### src/rtl/core/c16df_pkg.sv
// shared types, codes and crc function for the packet deframer
`timescale 1ns / 1ps

package c16df_pkg;

  localparam int unsigned LEN_W = 11;

  typedef enum logic [2:0] {
    KIND_DATA    = 3'd0,
    KIND_OK      = 3'd1,
    KIND_CRCERR  = 3'd2,
    KIND_KNOCK   = 3'd3,
    KIND_TIMEOUT = 3'd4
  } kind_t;

  typedef struct packed {
    kind_t            kind;
    logic [7:0]       data;
    logic [LEN_W-1:0] length;
    logic             last;
  } result_t;

  localparam logic [7:0] KNOCK1_BYTE = 8'h2a;
  localparam logic [7:0] KNOCK2_BYTE = 8'h23;

  // crc16 xmodem, one byte, nibble-table-free form
  function automatic logic [15:0] crc_update(input logic [15:0] crc, input logic [7:0] b);
    logic [15:0] c;
    c = {crc[7:0], crc[15:8]};
    c = c ^ {8'h00, b};
    c = c ^ {12'h000, c[7:4]};
    c = c ^ {c[3:0], 12'h000};
    c = c ^ {3'b000, c[7:0], 5'b00000};
    return c;
  endfunction

endpackage

### src/rtl/core/crc16_packet_deframer_core.sv
// top level of the length-prefixed crc16 packet deframer
// usage:
//   s_axis carries one word per received serial byte or millisecond tick;
//   tuser = 1 marks a tick, else tdata is the received byte.
//   m_axis carries one word per result: tuser is the kind (payload byte,
//   packet ok, crc error, knock, timeout), tdata holds the payload byte and
//   the frame length, tlast marks the final word of a frame.
//   cfg_we with cfg_index 0 writes the start byte, index 1 the timeout in
//   ticks; write only while the block is idle.
// a word taken on s_axis is held in the input register; its result then passes
//   through the phase logic into the result register, which drives m_axis.
// throughput: one word per cycle while m_axis is not stalled; the input register
//   feeds the phase logic and the result register in a single pass, so every unstalled cycle may take a word.
// when m_axis is stalled the result register holds; the input register takes one
//   more word only if it is empty, then s_axis_tready drops until the result is taken.
// reset (rst, synchronous) empties both registers, returns to the start-byte
//   hunt and restores start byte 42 and timeout 500 ticks.
`timescale 1ns / 1ps

module crc16_packet_deframer_core
  import c16df_pkg::*;
#(
  parameter int unsigned MAX_FRAME = 2048
) (
  input  logic          clk,
  input  logic          rst,
  input  logic          s_axis_tvalid,
  output logic          s_axis_tready,
  input  logic [7:0]    s_axis_tdata,   // rx_byte[7:0]
  input  logic [0:0]    s_axis_tuser,   // func[0]
  output logic          m_axis_tvalid,
  input  logic          m_axis_tready,
  output logic [23:0]   m_axis_tdata,   // data[7:0], length[18:8], zero pad
  output logic [2:0]    m_axis_tuser,   // kind[2:0]
  output logic          m_axis_tlast,
  input  logic          cfg_we,
  input  logic [0:0]    cfg_index,
  input  logic [15:0]   cfg_wdata
);

  localparam logic [0:0] REG_START   = 1'b0;
  localparam logic [0:0] REG_TIMEOUT = 1'b1;

  logic          in_valid;
  logic          in_func;
  logic [7:0]    in_byte;
  logic [7:0]    start_byte;
  logic [15:0]   timeout_ticks;
  logic          room;
  logic          advance;
  logic          res_valid;
  result_t       res;

  assign advance       = in_valid && room;
  assign s_axis_tready = !in_valid || room;

  always_ff @(posedge clk) begin
    if (rst) begin
      in_valid <= 1'b0;
    end else if (s_axis_tready) begin
      in_valid <= s_axis_tvalid;
    end
  end

  always_ff @(posedge clk) begin
    if (s_axis_tvalid && s_axis_tready) begin
      in_func <= s_axis_tuser[0];
      in_byte <= s_axis_tdata;
    end
  end

  always_ff @(posedge clk) begin
    if (rst) begin
      start_byte    <= 8'd42;
      timeout_ticks <= 16'd500;
    end else if (cfg_we) begin
      unique case (cfg_index)
        REG_START:   start_byte    <= cfg_wdata[7:0];
        REG_TIMEOUT: timeout_ticks <= cfg_wdata;
        default:     start_byte    <= start_byte;
      endcase
    end
  end

  c16df_fsm #(
    .MAX_FRAME(MAX_FRAME)
  ) u_fsm (
    .clk          (clk),
    .rst          (rst),
    .advance      (advance),
    .func         (in_func),
    .rx_byte      (in_byte),
    .start_byte   (start_byte),
    .timeout_ticks(timeout_ticks),
    .res_valid    (res_valid),
    .res          (res)
  );

  c16df_out_reg u_out (
    .clk          (clk),
    .rst          (rst),
    .load         (advance),
    .res_valid    (res_valid),
    .res          (res),
    .room         (room),
    .m_axis_tvalid(m_axis_tvalid),
    .m_axis_tready(m_axis_tready),
    .m_axis_tdata (m_axis_tdata),
    .m_axis_tuser (m_axis_tuser),
    .m_axis_tlast (m_axis_tlast)
  );

endmodule

### src/rtl/core/c16df_fsm.sv
// frame phase tracking, crc check and idle timeout for one word per cycle while advance is high
`timescale 1ns / 1ps

module c16df_fsm
  import c16df_pkg::*;
#(
  parameter int unsigned MAX_FRAME = 2048
) (
  input  logic          clk,
  input  logic          rst,
  input  logic          advance,
  input  logic          func,
  input  logic [7:0]    rx_byte,
  input  logic [7:0]    start_byte,
  input  logic [15:0]   timeout_ticks,
  output logic          res_valid,
  output result_t       res
);

  localparam int unsigned CNT_W = $clog2(MAX_FRAME);
  localparam logic [16:0] SIZE_MAX = 17'(MAX_FRAME - 4);

  typedef enum logic [2:0] {
    PH_HUNT,
    PH_SIZE_LO,
    PH_SIZE_HI,
    PH_KNOCK1,
    PH_KNOCK2,
    PH_PAYLOAD,
    PH_CRC_HI,
    PH_CRC_LO
  } phase_t;

  phase_t             phase, phase_next;
  logic [15:0]        frame_size, frame_size_next;
  logic [CNT_W-1:0]   byte_count, byte_count_next;
  logic [15:0]        crc_running, crc_running_next;
  logic [16:0]        idle_timer, idle_timer_next;
  logic [15:0]        crc_step;
  logic [15:0]        size_full;
  logic [CNT_W-1:0]   count_inc;
  logic               timed;

  assign crc_step  = crc_update(crc_running, rx_byte);
  assign size_full = {rx_byte, frame_size[7:0]};
  assign count_inc = byte_count + 1'b1;
  assign timed     = (phase == PH_KNOCK1) || (phase == PH_KNOCK2) || (phase == PH_PAYLOAD) ||
                     (phase == PH_CRC_HI) || (phase == PH_CRC_LO);

  always_comb begin
    phase_next       = phase;
    frame_size_next  = frame_size;
    byte_count_next  = byte_count;
    crc_running_next = crc_running;
    idle_timer_next  = 17'd0;
    res_valid        = 1'b0;
    res              = '{kind: KIND_DATA, data: 8'h00, length: '0, last: 1'b0};
    if (func) begin
      if (timed) begin
        idle_timer_next = idle_timer + 17'd1;
        if (idle_timer_next > {1'b0, timeout_ticks}) begin
          phase_next      = PH_HUNT;
          idle_timer_next = 17'd0;
          res_valid       = 1'b1;
          res.kind        = KIND_TIMEOUT;
          res.last        = 1'b1;
          if (phase != PH_KNOCK1 && phase != PH_KNOCK2) begin
            res.length = frame_size[LEN_W-1:0];
          end
        end
      end
    end else begin
      unique case (phase)
        PH_HUNT: begin
          if (rx_byte == start_byte) begin
            phase_next = PH_SIZE_LO;
          end
        end
        PH_SIZE_LO: begin
          frame_size_next  = {8'h00, rx_byte};
          crc_running_next = crc_update(16'h0000, rx_byte);
          phase_next       = PH_SIZE_HI;
        end
        PH_SIZE_HI: begin
          frame_size_next  = size_full;
          crc_running_next = crc_step;
          byte_count_next  = '0;
          if (size_full == 16'h0000) begin
            phase_next = PH_KNOCK1;
          end else if ({1'b0, size_full} <= SIZE_MAX) begin
            phase_next = PH_PAYLOAD;
          end else begin
            phase_next = PH_HUNT;
          end
        end
        PH_KNOCK1: begin
          phase_next = (rx_byte == KNOCK1_BYTE) ? PH_KNOCK2 : PH_HUNT;
        end
        PH_KNOCK2: begin
          phase_next = PH_HUNT;
          if (rx_byte == KNOCK2_BYTE) begin
            res_valid = 1'b1;
            res.kind  = KIND_KNOCK;
            res.last  = 1'b1;
          end
        end
        PH_PAYLOAD: begin
          crc_running_next = crc_step;
          byte_count_next  = count_inc;
          if (17'(count_inc) >= {1'b0, frame_size}) begin
            phase_next = PH_CRC_HI;
          end
          res_valid = 1'b1;
          res.kind  = KIND_DATA;
          res.data  = rx_byte;
        end
        PH_CRC_HI: begin
          crc_running_next = crc_step;
          phase_next       = PH_CRC_LO;
        end
        PH_CRC_LO: begin
          crc_running_next = crc_step;
          phase_next       = PH_HUNT;
          res_valid        = 1'b1;
          res.kind         = (crc_step == 16'h0000) ? KIND_OK : KIND_CRCERR;
          res.length       = frame_size[LEN_W-1:0];
          res.last         = 1'b1;
        end
        default: begin
          phase_next = PH_HUNT;
        end
      endcase
    end
  end

  always_ff @(posedge clk) begin
    if (rst) begin
      phase       <= PH_HUNT;
      frame_size  <= 16'h0000;
      byte_count  <= '0;
      crc_running <= 16'h0000;
      idle_timer  <= 17'd0;
    end else if (advance) begin
      phase       <= phase_next;
      frame_size  <= frame_size_next;
      byte_count  <= byte_count_next;
      crc_running <= crc_running_next;
      idle_timer  <= idle_timer_next;
    end
  end

endmodule

### src/rtl/core/c16df_out_reg.sv
// result register toward the output stream
`timescale 1ns / 1ps

module c16df_out_reg
  import c16df_pkg::*;
(
  input  logic          clk,
  input  logic          rst,
  input  logic          load,
  input  logic          res_valid,
  input  result_t       res,
  output logic          room,
  output logic          m_axis_tvalid,
  input  logic          m_axis_tready,
  output logic [23:0]   m_axis_tdata,   // data[7:0], length[18:8], zero pad
  output logic [2:0]    m_axis_tuser,   // kind[2:0]
  output logic          m_axis_tlast
);

  result_t held;

  assign room          = !m_axis_tvalid || m_axis_tready;
  assign m_axis_tdata  = {5'b00000, held.length, held.data};
  assign m_axis_tuser  = held.kind;
  assign m_axis_tlast  = held.last;

  always_ff @(posedge clk) begin
    if (rst) begin
      m_axis_tvalid <= 1'b0;
    end else if (load) begin
      m_axis_tvalid <= res_valid;
    end else if (m_axis_tready) begin
      m_axis_tvalid <= 1'b0;
    end
  end

  always_ff @(posedge clk) begin
    if (load && res_valid) begin
      held <= res;
    end
  end

endmodule
### config.mk
export PLATFORM = sky130hd
export DESIGN_NAME = crc16_packet_deframer_core
export DESIGN_NICKNAME = d
export VERILOG_FILES = /design/src/rtl/core/c16df_pkg.sv /design/src/rtl/core/crc16_packet_deframer_core.sv /design/src/rtl/core/c16df_fsm.sv /design/src/rtl/core/c16df_out_reg.sv
export SDC_FILE = /design/constraint.sdc
export NUM_CORES = 1
export LEC_CHECK = 0
export BUFFER_PORTS_ARGS = -buffer_cell sky130_fd_sc_hd__buf_4
export CORE_ASPECT_RATIO = 0.9
export CORE_MARGIN = 2
export CORE_UTILIZATION = 23
export CTS_CLUSTER_SIZE = 12
export DETAILED_ROUTE_END_ITERATION = 10
export SYNTH_ARGS = -nofsm -noshare
export SYNTH_HDL_FRONTEND = slang
export SYNTH_SLANG_ARGS = --single-unit
### constraint.sdc
create_clock -name clk -period 8.7 [get_ports clk]
set_clock_uncertainty 0.2 [all_clocks]
set_input_delay 1.305 -clock clk [delete_from_list [all_inputs] [get_ports clk]]
set_output_delay 1.305 -clock clk [all_outputs]
set_load 0.005 [all_outputs]
==> metrics.md <==
| Metric | Value |
|---|---|
| Period utilisation layout | `0.4649` |
| Pleak | `0.002949 µW` |
| Final setup TNS | `0 ns` |
| Hold path startpoint | `timeout_ticks[3]` |
| Seq/Total Area, Yosys | `0.4224` |
| Synthesized area | `6492 µm²` |
| Max Slew Vio Count | `0` |
| Vias in the first global route | `4,881` |
| Synth warn | `0` |
| Initial antenna violation count | `0` |
| Drt pass-1 iters | `4` |
| Register bit count reported by yosys | `121` |
| Starting Density | `0.2330` |
| Worst hold-check path type | `flip-flop to flip-flop` |
| CP max-delay cell | `a211oi_1` |
| Ys async rst share | `0` |
| Synth Flop Type | `dfxtp_1` |
| Top post-synthesis cells by area | `dfxtp_1, edfxtp_1, ha_1` |
| Layout cells sized above 1 | `0.1317` |
| Pin count of the biggest net entering global routing | `75` |
| # setup viols final | `0` |
| Gates resized, CTS repair | `0` |
| Measured slew at the worst slew-check pin | `1.248 ns` |
| Crit path largest cell delay | `1.04 ns` |
| IO Pins | `61` |
| Die W | `181.1 µm` |
| Power density cells | `173.6 nW/µm²` |
| Arrival time at the worst endpoint | `4.11 ns` |
| Post-synth EDFFs | `32` |
| 1st-iter DRT viols | `322` |
| CP Launch Type | `flip-flop` |
| Layout net count | `814` |
| Total wire length | `15,300 µm` |
| Full die area | `29,590 µm²` |
| Worst VDD drop | `0.0001148 V` |
| Cell count of the worst hold path | `2` |
| DR WL/cell | `13.57 µm` |
| Req. time, crit path | `8.77 ns` |
| CTS Buf Count | `17` |
| CTS Sinks | `121` |
| Global-route wire length before repair | `25,430 µm` |
| Post-Syn Instances | `720` |
| DR vias | `5,109` |
| Final hold violations | `0` |
| H-Tree Depth | `4` |
| DPL Wire Length | `10,890 µm` |
| Post-synth top area cell | `dfxtp_1` |
| CP Capture Type | `flip-flop` |
| Post-synth top area share | `0.2744` |
| Mean Syn Cell Area | `9.017 µm²` |
| Post-CTS setup buffer count | `0` |
| Grt ovf | `0` |
| Root buffer cell | `clkbuf_16` |
| FILL cells | `2,992` |
| Worst Path Class, Setup | `flip-flop to flip-flop` |
| Die H | `163.4 µm` |
| Critical Path Stages | `13` |
| Most common cell in the netlist | `nand2_1` |
| R2R Setup Slk | `4.66 ns` |
| Status | `completed` |
| Worst path bufs/invs | `0` |
| Hold buffer count at CTS | `0` |
| Max Freq | `247.3 MHz` |
| Reg2reg start | `u_fsm.idle_timer[0]` |
| Fin cells | `1,127` |
| Clk pin slew, worst setup/hold paths | `0.06 ns` |
| Port bufs | `55` |
| Post-synthesis cell type count | `64` |
| Synthesis-to-layout area growth | `19.31%` |
| Clk_lat worst skew | `0.41 ns` |
| Critical path peak fanout | `11` |
| Pre-CTS setup slack | `4.686 ns` |
| Standard-cell row count | `58` |
| Inst Count DP | `1,095` |
| Hold WS | `0.2560 ns` |
| Remaining DRCs | `0` |
| MaxCap Viol Count | `0` |
| Gr usage total | `0.1077` |
| TritonCTS clock tree | `yes` |
| GP Congestion | `0.8072` |
| Family with the most delay on the worst path | `simple AND/OR/NAND/NOR gates` |
| CP startpoint | `u_fsm.idle_timer[0]` |
| # diodes | `0` |
| Core ar. | `27,870 µm²` |
| Reg2reg path depth | `13` |
| Tmin final | `4.044 ns` |
| Crit-path cells | `ha_1 -> and3_1 -> nand3_1 -> nor2_1 -> xor2_1 -> ha_1 -> nand4_1 -> nor3_1 -> o31ai_1 -> nand3_1 -> a21oi_1 -> a211oi_1 -> and2_1` |
| CTS max path bufs | `2` |
| Worst Slack Setup Final | `4.656 ns` |
| RSZ-0062 raised after global routing | `false` |
| Vias per cell | `4.533` |
| Final antenna-violating net count | `0` |
| Max_slew headroom | `0.1627` |
| Fin util | `0.2780` |
| Commonest cells in the synthesized netlist | `nand2_1, dfxtp_1, nor2_1, a21oi_1, xnor2_1` |
## worst paths after layout
check,endpoint
worst max-delay path,u_out.m_axis_tdata[13]
worst min-delay path,timeout_ticks[3]
worst max register to register,u_out.m_axis_tdata[13]
worst min register to register,timeout_ticks[3]
## area by class of cell
type / instances / area, µm² / area share
multi-input combinational: 530 / 3470 / 0.4479
sequential: 121 / 2743 / 0.3541
tap: 360 / 450.4 / 0.05815
clock buffer: 18 / 429.2 / 0.05540
timing repair buffer: 57 / 427.9 / 0.05524
clock inverter: 14 / 125.1 / 0.01615
inverter: 27 / 101.3 / 0.01308
## registers in the layout, summed over array words and instances, names as in the netlist, 3 cells and up
name                cells
u_fsm.idle_timer       17
u_fsm.byte_count       11
u_fsm.crc_running      16
timeout_ticks          16
start_byte              8
in_byte                 8
u_out.m_axis_tuser      3
u_out.m_axis_tdata     19
u_fsm.phase             3
u_fsm.frame_size       16
## per-layer routing
layer / GRT usage / part of all wire
met4: 0.03104 / 0.0090
met5: 0 / 0
met3: 0.02497 / 0.043
met1: 0.1498 / 0.51
met2: 0.1663 / 0.44
## power by group
part / switching [µW] / total (µW) / internal [µW]
clock: 287 / 663 / 375
combinational: 42.3 / 77.5 / 35.2
sequential: 17.0 / 605 / 588
total: 347 / 1350 / 998
## worst register-to-register path, delay by kind of cell, from the launching register on
kind / cells / cell delay, ns
adder cells (fa/ha/maj): 2 / 0.53
AND/OR/NAND/NOR: 7 / 1.42
AO/OA/AOI/OAI: 3 / 1.27
flip-flops: 1 / 0.40
XOR/XNOR: 1 / 0.10
## cell usage in the layout (no fill, tap or decap), types with 5 or more instances in the layout
cell type | Yosys | final
nand2_1 | 95 | 95
a21oi_1 | 49 | 49
nand4_1 | 10 | 10
mux2i_1 | 9 | 9
inv_1 | 27 | 27
a22oi_1 | 8 | 8
nand3b_1 | 12 | 12
clkbuf_16 | 0 | 17
nor3_1 | 11 | 10
nand3_1 | 33 | 33
dfxtp_1 | 89 | 89
and2_1 | 23 | 23
inv_6 | 0 | 7
nor4_1 | 7 | 7
conb_1 | 1 | 5
xnor2_1 | 41 | 41
buf_4 | 7 | 57
xor2_1 | 38 | 38
o21ai_0 | 7 | 7
a211oi_1 | 10 | 10
a22o_1 | 15 | 15
and3_1 | 6 | 6
nand2b_1 | 7 | 7
ha_1 | 29 | 29
nor2b_1 | 10 | 10
edfxtp_1 | 32 | 32
nor2_1 | 53 | 53
## logic make-up after synthesis
kind of cell	after synthesis	synth area share
and+or+nand+nor	283	0.2180
AOI/OAI and AO/OA	122	0.1284
DFF	121	0.4224
xor gates and xnor gates	81	0.1116
buffers and inverters	73	0.04760
adders and majority gates	29	0.05589
muxes	10	0.01561
other	1	0.0005776
## metrics by stage
stage / total power, µW / area (µm²)
after floorplan: 666.0 / 6507
after global placement: 693.4 / 7187
after detailed placement: 694.4 / 7187
after CTS: 1361 / 7741
after global routing: 1400 / 7746
final: 1345 / 7746
Power figures use the tool's default switching activity.
